[src/hw/rtl/posar_pkg.sv]
// Package of the positional array block: sizes, operation codes and transaction types.
package posar_pkg;

    // Array depth and the widths that follow from it.
    localparam int DEPTH = 16;
    localparam int AW    = $clog2(DEPTH);
    localparam int CW    = $clog2(DEPTH + 1);

    localparam logic [AW-1:0] LAST_IDX  = AW'(DEPTH - 1);
    localparam logic [AW-1:0] SHIFT_TOP = AW'(DEPTH - 2);
    localparam logic [CW-1:0] COUNT_MAX = CW'(DEPTH);
    localparam logic [8:0]    POS_LIMIT = 9'(DEPTH);

    // Operation codes.
    localparam logic [1:0] MODE_LOAD   = 2'd0;
    localparam logic [1:0] MODE_INSERT = 2'd1;
    localparam logic [1:0] MODE_DELETE = 2'd2;

    // Value constants.
    localparam logic signed [31:0] INT_MIN     = 32'sh8000_0000;
    localparam logic signed [31:0] INT_MAX     = 32'sh7FFF_FFFF;
    localparam logic signed [31:0] EMPTY_VALUE = -32'sd1;

    // Input transaction.
    typedef struct packed {
        logic [1:0]         mode;
        logic [7:0]         position;
        logic signed [31:0] value;
    } t_in_item;

    // Result transaction.
    typedef struct packed {
        logic [4:0]         entry_count;
        logic signed [31:0] max_value;
        logic signed [31:0] min_value;
        logic               position_error;
    } t_out_item;

endpackage

[src/hw/rtl/posar_ram.sv]
// Generic single-write, single-read RAM with a registered read port.
module posar_ram #(
    parameter int WIDTH = 32,
    parameter int DEPTH = 16
) (
    input  logic                     i_clk,
    input  logic                     i_wr_en,
    input  logic [$clog2(DEPTH)-1:0] i_wr_addr,
    input  logic [WIDTH-1:0]         i_wr_data,
    input  logic                     i_rd_en,
    input  logic [$clog2(DEPTH)-1:0] i_rd_addr,
    output logic [WIDTH-1:0]         o_rd_data
);

    logic [WIDTH-1:0] r_mem [DEPTH];
    logic [WIDTH-1:0] r_rd_data;

    // Write port.
    always_ff @(posedge i_clk) begin
        if (i_wr_en) begin
            r_mem[i_wr_addr] <= i_wr_data;
        end
    end

    // Read port, registered.
    always_ff @(posedge i_clk) begin
        if (i_rd_en) begin
            r_rd_data <= r_mem[i_rd_addr];
        end
    end

    assign o_rd_data = r_rd_data;

endmodule

[src/hw/rtl/positional_array_insert_delete_minmax.sv]
// Top level of the positional array with insert, delete and running minimum and maximum.
//
//   Channel | Direction | Valid       | Stall        | Payload
//   --------+-----------+-------------+--------------+---------------------------
//   in      | to block  | i_in_valid  | o_in_stall   | i_in_data  (t_in_item)
//   out     | from block| o_out_valid | i_out_stall  | o_out_data (t_out_item)
//
// One operation is in flight at a time. A load scans the counted entries; an
// insert or delete first shifts the entries between its position and the end of the array
// and then scans, all of it paced by the single read port of the entry memory (one entry moved or scanned a cycle).
// Reset is synchronous and needs no clearing pass: a valid bit per entry makes an
// unwritten entry read as -1. A result waiting under i_out_stall does not block the
// next input transaction; only the hand-over of the following result waits for it.
module positional_array_insert_delete_minmax (
    input  logic                 i_clk,
    input  logic                 i_rst_n,
    input  logic                 i_in_valid,
    output logic                 o_in_stall,
    input  posar_pkg::t_in_item  i_in_data,
    output logic                 o_out_valid,
    input  logic                 i_out_stall,
    output posar_pkg::t_out_item o_out_data
);

    typedef enum logic [3:0] {
        ST_IDLE  = 4'b0001,
        ST_SHIFT = 4'b0010,
        ST_SCAN  = 4'b0100,
        ST_OUT   = 4'b1000
    } t_state;

    // Control registers.
    t_state                        r_state, n_state;
    logic [posar_pkg::DEPTH-1:0]   r_valid, n_valid;
    logic [posar_pkg::CW-1:0]      r_count, n_count;
    logic                          r_issue, n_issue;
    logic                          r_pend, n_pend;
    logic                          r_out_valid, n_out_valid;

    // Payload registers.
    logic [1:0]                    r_mode, n_mode;
    logic [posar_pkg::AW-1:0]      r_pos, n_pos;
    logic signed [31:0]            r_value, n_value;
    logic                          r_err, n_err;
    logic [posar_pkg::AW-1:0]      r_src, n_src;
    logic [posar_pkg::AW-1:0]      r_dst, n_dst;
    logic [posar_pkg::CW-1:0]      r_scan, n_scan;
    logic signed [31:0]            r_max, n_max;
    logic signed [31:0]            r_min, n_min;
    logic                          r_rd_valid;
    posar_pkg::t_out_item          r_out_data, n_out_data;

    // Memory port signals.
    logic                          wr_en;
    logic [posar_pkg::AW-1:0]      wr_addr;
    logic [31:0]                   wr_data;
    logic                          rd_en;
    logic [posar_pkg::AW-1:0]      rd_addr;
    logic [31:0]                   rd_data;

    logic                          accept;
    logic                          in_range;
    logic [posar_pkg::AW-1:0]      in_pos;
    logic signed [31:0]            entry;
    logic                          is_insert;
    logic [posar_pkg::AW-1:0]      shift_end;

    posar_ram #(
        .WIDTH (32),
        .DEPTH (posar_pkg::DEPTH)
    ) u_ram (
        .i_clk     (i_clk),
        .i_wr_en   (wr_en),
        .i_wr_addr (wr_addr),
        .i_wr_data (wr_data),
        .i_rd_en   (rd_en),
        .i_rd_addr (rd_addr),
        .o_rd_data (rd_data)
    );

    assign accept    = i_in_valid && (r_state == ST_IDLE);
    assign in_range  = {1'b0, i_in_data.position} < posar_pkg::POS_LIMIT;
    assign in_pos    = i_in_data.position[posar_pkg::AW-1:0];
    assign is_insert = (r_mode == posar_pkg::MODE_INSERT);
    assign shift_end = is_insert ? r_pos : posar_pkg::LAST_IDX;

    // An entry that was never written reads as -1.
    assign entry = r_rd_valid ? $signed(rd_data) : posar_pkg::EMPTY_VALUE;

    // Sequencer: accept, shift the entries, scan for the extremes, hand over the result.
    always_comb begin
        n_state     = r_state;
        n_valid     = r_valid;
        n_count     = r_count;
        n_issue     = r_issue;
        n_pend      = r_pend;
        n_out_valid = r_out_valid;
        n_mode      = r_mode;
        n_pos       = r_pos;
        n_value     = r_value;
        n_err       = r_err;
        n_src       = r_src;
        n_dst       = r_dst;
        n_scan      = r_scan;
        n_max       = r_max;
        n_min       = r_min;
        n_out_data  = r_out_data;
        wr_en       = 1'b0;
        wr_addr     = r_pos;
        wr_data     = r_value;
        rd_en       = 1'b0;
        rd_addr     = r_src;

        // The result register empties when the receiver takes it.
        if (r_out_valid && !i_out_stall) begin
            n_out_valid = 1'b0;
        end

        unique case (r_state)
            ST_IDLE: begin
                n_scan = '0;
                n_pend = 1'b0;
                n_max  = posar_pkg::INT_MIN;
                n_min  = posar_pkg::INT_MAX;
                if (accept) begin
                    n_mode  = i_in_data.mode;
                    n_pos   = in_pos;
                    n_value = i_in_data.value;
                    n_err   = 1'b0;
                    n_issue = 1'b0;
                    n_state = ST_SCAN;
                    unique case (i_in_data.mode)
                        posar_pkg::MODE_LOAD: begin
                            if (in_range) begin
                                wr_en   = 1'b1;
                                wr_addr = in_pos;
                                wr_data = i_in_data.value;
                                n_count = posar_pkg::CW'(in_pos) + posar_pkg::CW'(1);
                            end else begin
                                n_err = 1'b1;
                            end
                        end
                        posar_pkg::MODE_INSERT: begin
                            if (in_range) begin
                                n_state = ST_SHIFT;
                                n_issue = (in_pos != posar_pkg::LAST_IDX);
                                n_src   = posar_pkg::SHIFT_TOP;
                                if (r_count != posar_pkg::COUNT_MAX) begin
                                    n_count = r_count + posar_pkg::CW'(1);
                                end
                            end else begin
                                n_err = 1'b1;
                            end
                        end
                        posar_pkg::MODE_DELETE: begin
                            if (in_range) begin
                                n_state = ST_SHIFT;
                                n_issue = (in_pos != posar_pkg::LAST_IDX);
                                n_src   = in_pos + posar_pkg::AW'(1);
                                if (r_count != '0) begin
                                    n_count = r_count - posar_pkg::CW'(1);
                                end
                            end else begin
                                n_err = 1'b1;
                            end
                        end
                        default: begin
                            // The unused code changes nothing and reports no error.
                        end
                    endcase
                end
            end

            ST_SHIFT: begin
                // Read one source entry a cycle; write it one slot over in the cycle after its read.
                rd_en  = r_issue;
                n_pend = r_issue;
                n_dst  = is_insert ? r_src + posar_pkg::AW'(1) : r_src - posar_pkg::AW'(1);
                if (r_issue) begin
                    if (r_src == shift_end) begin
                        n_issue = 1'b0;
                    end else begin
                        n_src = is_insert ? r_src - posar_pkg::AW'(1)
                                          : r_src + posar_pkg::AW'(1);
                    end
                end
                if (r_pend) begin
                    wr_en   = 1'b1;
                    wr_addr = r_dst;
                    wr_data = entry;
                end else if (!r_issue) begin
                    // Shift drained: an insert now places its value at the position.
                    wr_en   = is_insert;
                    wr_addr = r_pos;
                    wr_data = r_value;
                    n_state = ST_SCAN;
                end
            end

            ST_SCAN: begin
                // Stream the first count entries through the extreme-value compare.
                if (r_scan != r_count) begin
                    rd_en   = 1'b1;
                    rd_addr = r_scan[posar_pkg::AW-1:0];
                    n_scan  = r_scan + posar_pkg::CW'(1);
                    n_pend  = 1'b1;
                end else begin
                    n_pend = 1'b0;
                end
                if (r_pend) begin
                    if (entry > r_max) begin
                        n_max = entry;
                    end
                    if ((entry != posar_pkg::EMPTY_VALUE) && (entry < r_min)) begin
                        n_min = entry;
                    end
                end else if (r_scan == r_count) begin
                    n_state = ST_OUT;
                end
            end

            ST_OUT: begin
                if (!r_out_valid || !i_out_stall) begin
                    n_out_valid                = 1'b1;
                    n_out_data.entry_count     = 5'(r_count);
                    n_out_data.max_value       = r_max;
                    n_out_data.min_value       = r_min;
                    n_out_data.position_error  = r_err;
                    n_state                    = ST_IDLE;
                end
            end

            default: begin
                n_state = ST_IDLE;
            end
        endcase

        // Every written entry becomes valid.
        if (wr_en) begin
            n_valid[wr_addr] = 1'b1;
        end
    end

    // Control state with synchronous reset.
    always_ff @(posedge i_clk) begin
        if (!i_rst_n) begin
            r_state     <= ST_IDLE;
            r_valid     <= '0;
            r_count     <= '0;
            r_issue     <= 1'b0;
            r_pend      <= 1'b0;
            r_out_valid <= 1'b0;
        end else begin
            r_state     <= n_state;
            r_valid     <= n_valid;
            r_count     <= n_count;
            r_issue     <= n_issue;
            r_pend      <= n_pend;
            r_out_valid <= n_out_valid;
        end
    end

    // Payload registers, no reset needed.
    always_ff @(posedge i_clk) begin
        r_mode     <= n_mode;
        r_pos      <= n_pos;
        r_value    <= n_value;
        r_err      <= n_err;
        r_src      <= n_src;
        r_dst      <= n_dst;
        r_scan     <= n_scan;
        r_max      <= n_max;
        r_min      <= n_min;
        r_out_data <= n_out_data;
        if (rd_en) begin
            r_rd_valid <= r_valid[rd_addr];
        end
    end

    assign o_in_stall  = (r_state != ST_IDLE);
    assign o_out_valid = r_out_valid;
    assign o_out_data  = r_out_data;

endmodule

[config.mk]
export PLATFORM = sky130hd
export DESIGN_NAME = positional_array_insert_delete_minmax
export DESIGN_NICKNAME = d
export VERILOG_FILES = /design/src/hw/rtl/posar_pkg.sv /design/src/hw/rtl/posar_ram.sv /design/src/hw/rtl/positional_array_insert_delete_minmax.sv
export SDC_FILE = /design/constraint.sdc
export NUM_CORES = 1
export LEC_CHECK = 0
export BUFFER_PORTS_ARGS = -buffer_cell sky130_fd_sc_hd__buf_4
export CORE_AREA = 3 3 235 237
export CTS_CLUSTER_SIZE = 8
export DETAILED_ROUTE_END_ITERATION = 16
export DIE_AREA = 0 0 238 240
export MAX_ROUTING_LAYER = met4
export PLACE_DENSITY_LB_ADDON = 0.25
export SKIP_LAST_GASP = 1
export SLEW_MARGIN = 30
export SYNTH_ARGS = -nofsm -noshare
export SYNTH_HDL_FRONTEND = slang
export SYNTH_SLANG_ARGS = --single-unit
[constraint.sdc]
create_clock -name i_clk -period 10 [get_ports i_clk]
set_clock_uncertainty 0.15 [all_clocks]
set_input_delay 2 -clock i_clk [delete_from_list [all_inputs] [get_ports i_clk]]
set_output_delay 2 -clock i_clk [all_outputs]
set_load 0.005 [all_outputs]
# Yosys cells after proc, flatten, opt, wreduce, memory -nomap -nowiden
# Memories as Yosys holds them, arrays and structs flattened. A register that Yosys moved wholly into a read port is not among the register bits.
# Index checks and enable logic that the tools add are counted.
[op_classes]
n_eq_ne = 34
mux = 71
n_div = 0
reduce_logical = 24
multipliers = 0
order_cmp = 6
shifts = 0
addsub = 7
n_bitwise = 1
[op_table]
columns = ["cell", "count"]
rows = [
  ["2-to-1 mux 32 bit", 9],
  ["case mux 32 bit (2 select lines)", 3],
  ["2-to-1 mux 4 bit", 20],
  ["inequality test 2 bit, second input constant", 17],
  ["> comparator 32 bit", 1],
  ["< comparator 32 bit", 1],
  ["inequality test 32 x 1 -> 1 bit, second input constant", 1],
  ["2-to-1 mux 5 bit", 6],
  ["case mux 4 bit (2 select lines)", 3],
  ["2-to-1 mux 1 bit", 19],
  ["OR 16 bit", 1],
  ["case mux 4 bit (4 select lines)", 1],
  ["case mux 5 bit (3 select lines)", 1],
  ["adder 5 x 1 -> 5 bit, second input constant", 2],
  ["< comparator 4 x 5 -> 1 bit, second input constant", 2],
  ["case mux 5 bit (2 select lines)", 1],
  ["adder 4 x 1 -> 4 bit, second input constant", 2],
  ["< comparator 8 x 5 -> 1 bit, second input constant", 1],
  ["AND reduction 2 bit", 4],
  ["AND reduction 8 bit", 1],
  ["AND reduction 7 bit", 1],
  ["2-to-1 mux 3 bit", 2],
  ["inequality test 3 bit, second input constant", 2],
  ["case mux 1 bit (2 select lines)", 3],
  ["other kinds (31)", 39],
]
[word_totals]
latchBits = 0
out_inout_bits = 72
regBits = 215
in_bits = 46
mem_bits_rw = 512
word_cells = 164
n_memories = 1
mem_bits_ro = 0
[mem_list]
columns = ["name", "words", "width", "rd", "rd_clocked_by_memory_dff", "write_ports", "line_no", "text"]
rows = [
  ["u_ram.r_mem", 16, 32, 1, 1, 1, "posar_ram.sv:15", "logic [WIDTH-1:0] r_mem [DEPTH];"],
]

# Logic depth before layout (Yosys ltp)
[depth]
depth_word = 10
ltp_mapped = 12
ltp_nobuf = 11

# Modules after synthesis
# A second synthesis with hierarchy kept.
[hier_totals]
hier_cells = 1763
hier_area_um2 = 30775.8
[modules_own_cells]
columns = ["module", "n_inst", "cells_per_inst", "seq_area_each_um2", "area_per_inst_um2"]
rows = [
  ["posar_ram", 1, 838, 16335.7, 20156.8],
  ["positional_array_insert_delete_minmax", 1, 925, 6175.9, 10618.9],
]

# Worst setup path before layout
# OpenSTA, ideal clock, no wires.
[synth_path]
kind = "input to register"
startpoint = "input port i_out_stall"
endpoint = "register r_out_data, in the netlist o_out_data[0], enable pin"
setup_slack_ns = 4.004
cell_stages = 1
setup_time_ns = 0.521
arrival_ns = 5.326
path_buffers = 0
t_required_ns = 9.329
path_cell_list = "a21oi_1"
[synth_via]
elab_chain_len = 3
[synth_lines]
columns = ["item", "line_no", "text"]
rows = [
  ["from (decl)", "positional_array_insert_delete_minmax.sv:21", "input logic i_out_stall,"],
  ["logical NOT 1 bit", "positional_array_insert_delete_minmax.sv:223", "if (!r_out_valid || !i_out_stall) begin"],
  ["logical OR 1 bit", "positional_array_insert_delete_minmax.sv:223", ""],
  ["AND reduction 2 bit (no line)", "-", ""],
  ["to (signal assigned)", "positional_array_insert_delete_minmax.sv:274", "r_out_data <= n_out_data;"],
  ["to (decl)", "positional_array_insert_delete_minmax.sv:51", "posar_pkg::t_out_item r_out_data, n_out_data;"],
]
# No other way between the ends.
# A chain may end at the register's enable or synchronous reset.

# Worst setup path after layout
[layout_path]
startpoint = "input port i_in_data[39] (netlist bit)"
endpoint = "memory u_ram.r_mem[13][0], enable pin"
[layout_via]
elab_chain_len = 7
word_cells_on_any_way = 11
cone_classes = "1 x order compare; 10 x mux"
[layout_lines]
columns = ["item", "line_no", "text"]
rows = [
  ["from (decl)", "positional_array_insert_delete_minmax.sv:19", "input posar_pkg::t_in_item i_in_data,"],
  ["< comparator 8 x 5 -> 1 bit *", "positional_array_insert_delete_minmax.sv:82", "assign in_range = {1'b0, i_in_data.position} < posar_pkg::POS_LIMIT;"],
  ["2-to-1 mux 1 bit", "positional_array_insert_delete_minmax.sv:134", "if (in_range) begin"],
  ["2-to-1 mux 1 bit", "positional_array_insert_delete_minmax.sv:132", "unique case (i_in_data.mode)"],
  ["2-to-1 mux 1 bit", "positional_array_insert_delete_minmax.sv:125", "if (accept) begin"],
  ["case mux 1 bit (2 select lines)", "positional_array_insert_delete_minmax.sv:119", "unique case (r_state)"],
  ["2-to-1 mux 1 bit", "posar_ram.sv:20", "if (i_wr_en) begin"],
  ["2-to-1 mux 1 bit (not written as such)", "posar_ram.sv:21", "r_mem[i_wr_addr] <= i_wr_data;"],
  ["to (decl)", "posar_ram.sv:15", ""],
]
# Mark *: on every way between the ends. The rest lies on a longest branch, timed or not.

==> impl_metrics.env <==
export IMPL_grt_start_max_net_pins=98
export IMPL_placement_io_buffers=117
export IMPL_cts_htree_levels=3
export IMPL_routabilityCongestion=0.916
export IMPL_path_class="in2reg"
export IMPL_synth_area_leaders="edfxtp_1 69%, mux2i_1 5.0%, ha_1 2.9%"
export IMPL_viasPerCell=6.49
export IMPL_start_util=0.594
export IMPL_power_switching_w=0.00244
export IMPL_die_area_um2=57100
export IMPL_worst_setup_path_end_kind="flip-flop"
export IMPL_hold_buffers=0
export IMPL_worstPathCellList="buf_4, nor4_1, and4_1, buf_4, o21ai_2, buf_4, a221o_1, nand2b_1, nor2_4, buf_16"
export IMPL_fin_crit_ns=5.32
export IMPL_p_int_w=0.00624
export IMPL_clk_pin_slew_ns=0.05
export IMPL_ys_ff_latch=759
export IMPL_antenna_found_initial=3
export IMPL_ys_seq_area_frac=0.709
export IMPL_dp_cells=2898
export IMPL_power_density_nw_per_um2=237
export IMPL_peakVddDrop_uv=158
export IMPL_drive_gt1_frac=0.138
export IMPL_cts_buffer_depth=3
export IMPL_required_ns=10.19
export IMPL_wl_um=77500
export IMPL_p_seq_frac=0.458
export IMPL_combPwrFrac=0.182
export IMPL_area_delta_synth_final_pct=15.5
export IMPL_ys_warn_count=0
export IMPL_num_io_pins=118
export IMPL_setup_viol=0
export IMPL_leakagePower_nw=13.5
export IMPL_worstMarginPinSlew_ns=1.03
export IMPL_finalCritPeriodShare=0.532
export IMPL_cp_buffers_inverters=4
export IMPL_yosysTopAreaCell="edfxtp_1"
export IMPL_synth_cell_type_count=66
export IMPL_crit_arrival_ns=5.50
export IMPL_worstSkewPairLatency_ns=0.65
export IMPL_die_x_um=238
export IMPL_post_cts_buffers=0
export IMPL_grt_overflow=0
export IMPL_drc=0
export IMPL_worst_setup_path_start_kind="input port"
export IMPL_netlist_area_um2=31800
export IMPL_layout_nets=2432
export IMPL_synth_most_common_cell="edfxtp_1"
export IMPL_regArea_um2=22500
export IMPL_multi_input_area_um2=8560
export IMPL_async_flop_share=0
export IMPL_fin_setup_tns_ns=0
export IMPL_core_rowCount=85
export IMPL_slew_viol_final=0
export IMPL_hold_violations=0
export IMPL_max_freq_mhz=188
export IMPL_wl_per_cell_um=25.5
export IMPL_vias=19722
export IMPL_post_dp_hpwl_um=48600
export IMPL_maxCapViolCount=0
export IMPL_cts_buffers=104
export IMPL_cpMostUsedCell="buf_4"
export IMPL_synth_edf_count=731
export IMPL_post_cts_resized=0
export IMPL_finalNonFillerCells=3037
export IMPL_cts_sinks=759
export IMPL_synthCells=2174
export IMPL_cp_slowest_cell="nor4_1"
export IMPL_max_stage_delay_ns=0.62
export IMPL_switching_share=0.281
export IMPL_drt_iter0_drc=2385
export IMPL_synth_top_area_frac=0.691
export IMPL_rsz0062_at_grt="false"
export IMPL_synth_nets=2295
export IMPL_slew_headroom=0.314
export IMPL_crit_family="simple AND/OR/NAND/NOR gates"
export IMPL_clockPowerShare=0.360
export IMPL_core_region_area_um2=53500
export IMPL_cts_root_buffer="clkbuf_16"
export IMPL_crit_fanout=35
export IMPL_first_global_vias=19477
export IMPL_syn_area_per_cell_um2=14.6
export IMPL_ant_nets=0
export IMPL_ys_flop_type="edfxtp_1"
export IMPL_grt_use_total=0.277
export IMPL_fp_dieH_um=240
export IMPL_cts_tree="built"
export IMPL_hp_class="reg2reg"
export IMPL_synth_common_cells="731 x edfxtp_1, 160 x mux2i_1, 123 x nor2_1"
export IMPL_first_pass_iters=6
export IMPL_grt_pass1_wl_um=116000
export IMPL_outcome="finished clean"
export IMPL_n_fill_cell=3513
## layout make-up
type / instances / share of cell area
diodes: 1 / 0.0000682
clock buffers: 128 / 0.0734
clock inverters: 7 / 0.00365
inverters: 111 / 0.0114
multi-input cells: 1180 / 0.233
flip-flops and latches: 759 / 0.614
well taps: 696 / 0.0237
repair buffers: 155 / 0.0407
## worst paths after layout
kind | endpoint | cells after the start | slack, ns | startpoint
setup / recovery | u_ram.r_mem[13][0]$_DFFE_PP_ | 10 | 4.68 | i_in_data[39]
hold / removal | o_out_data[0]$_DFFE_PP_ | 0 | 0.27 | r_err$_SDFFCE_PN0P_
hold reg to reg | o_out_data[0]$_DFFE_PP_ | 0 | 0.27 | r_err$_SDFFCE_PN0P_
setup reg to reg | u_ram.o_rd_data[1]$_DFFE_PP_ | 8 | 5.00 | r_scan[3]$_SDFFCE_PN0P_
## metrics by stage
stage | hold WS, ns | instance area, um^2 | worst slack, ns | power (W) | util
2_1_floorplan | 0.250 | 31800 | 4.00 | 0.00503 | -
3_3_place_gp | 0.259 | 33400 | 3.91 | 0.00551 | 0.624
3_5_place_dp | 0.258 | 33800 | 3.92 | 0.00556 | 0.631
4_1_cts | 0.270 | 36600 | 4.58 | 0.00868 | 0.684
5_1_grt | 0.281 | 36700 | 4.60 | 0.00899 | 0.686
6_report | 0.269 | 36700 | 4.68 | 0.00868 | 0.686
## registers in the layout (all words and copies together) (netlist names)
name	cells
r_max	32
r_pend	1
r_min	32
u_ram.r_mem	512
r_scan	5
r_value	32
r_mode	2
r_pos	4
u_ram.o_rd_data	32
o_out_valid	1
r_state	4
o_out_data	70
r_dst	4
r_valid	16
r_src	4
r_issue	1
r_count	5
r_rd_valid	1
r_err	1
## metal layers
| layer | track usage | wire length [um] |
|---|---|---|
| met3 | 0.0494 | 7500 |
| met2 | 0.419 | 36000 |
| met1 | 0.387 | 32100 |
| met4 | 0.0907 | 1820 |
| met5 | - | 0 |
## layout by cell type, fill, tap and decap left out, types with 5 or more instances in the layout
cell,instances
a2111o_1,10
a211oi_1,5
a21boi_0,10
a21o_1,39
a21oi_1,55
a221o_1,34
a31oi_1,6
and3_1,98
buf_16,15
buf_4,137
clkbuf_1,24
clkbuf_16,104
dfxtp_1,28
edfxtp_1,731
ha_1,74
inv_1,108
mux2_2,9
mux2_4,9
mux2i_1,157
nand2_1,62
nand2b_1,5
nand3_1,121
nand3b_1,5
nand4_1,16
nor2_1,106
nor2_4,17
nor2b_1,37
nor3_1,12
nor4_1,12
o2111ai_1,25
o21a_1,16
o21ai_0,61
o22ai_1,71
or3_1,34
xnor2_1,10
xor2_1,12
## cell families (layout without fill, tap and decap cells)
logic type / Yosys count / after routing / synth area share
buffers and inverters: 235 / 401 / 0.0292
xor gates and xnor gates: 22 / 22 / 0.00607
adders and majority gates: 75 / 75 / 0.0298
DFF: 759 / 759 / 0.709
other: 0 / 1 / 0
muxes: 179 / 179 / 0.0582
AOI/OAI and AO/OA: 360 / 360 / 0.0790
and+or+nand+nor: 544 / 544 / 0.0888
## worst reg2reg max path, cell delays in order, from the launching register on
cell and delay (ns):
edfxtp_1 0.57, xor2_1 0.23, nor3_2 0.49, mux2_4 0.55
nand2_8 0.67, buf_4 0.90, mux2_4 0.38, a2111o_1 0.41
or3_1 0.38
## power groups by stage
stage | Sequential [W] | Clock [W] | Combinational [W]
global placement | 0.00402 | 0 | 0.00149
CTS | 0.00397 | 0.00316 | 0.00155
finish | 0.00398 | 0.00313 | 0.00158
floorplan | 0.00397 | 0 | 0.00106
detailed placement | 0.00403 | 0 | 0.00153
global route | 0.00398 | 0.00330 | 0.00170
No activity file was read; power rests on OpenSTA's default activity.
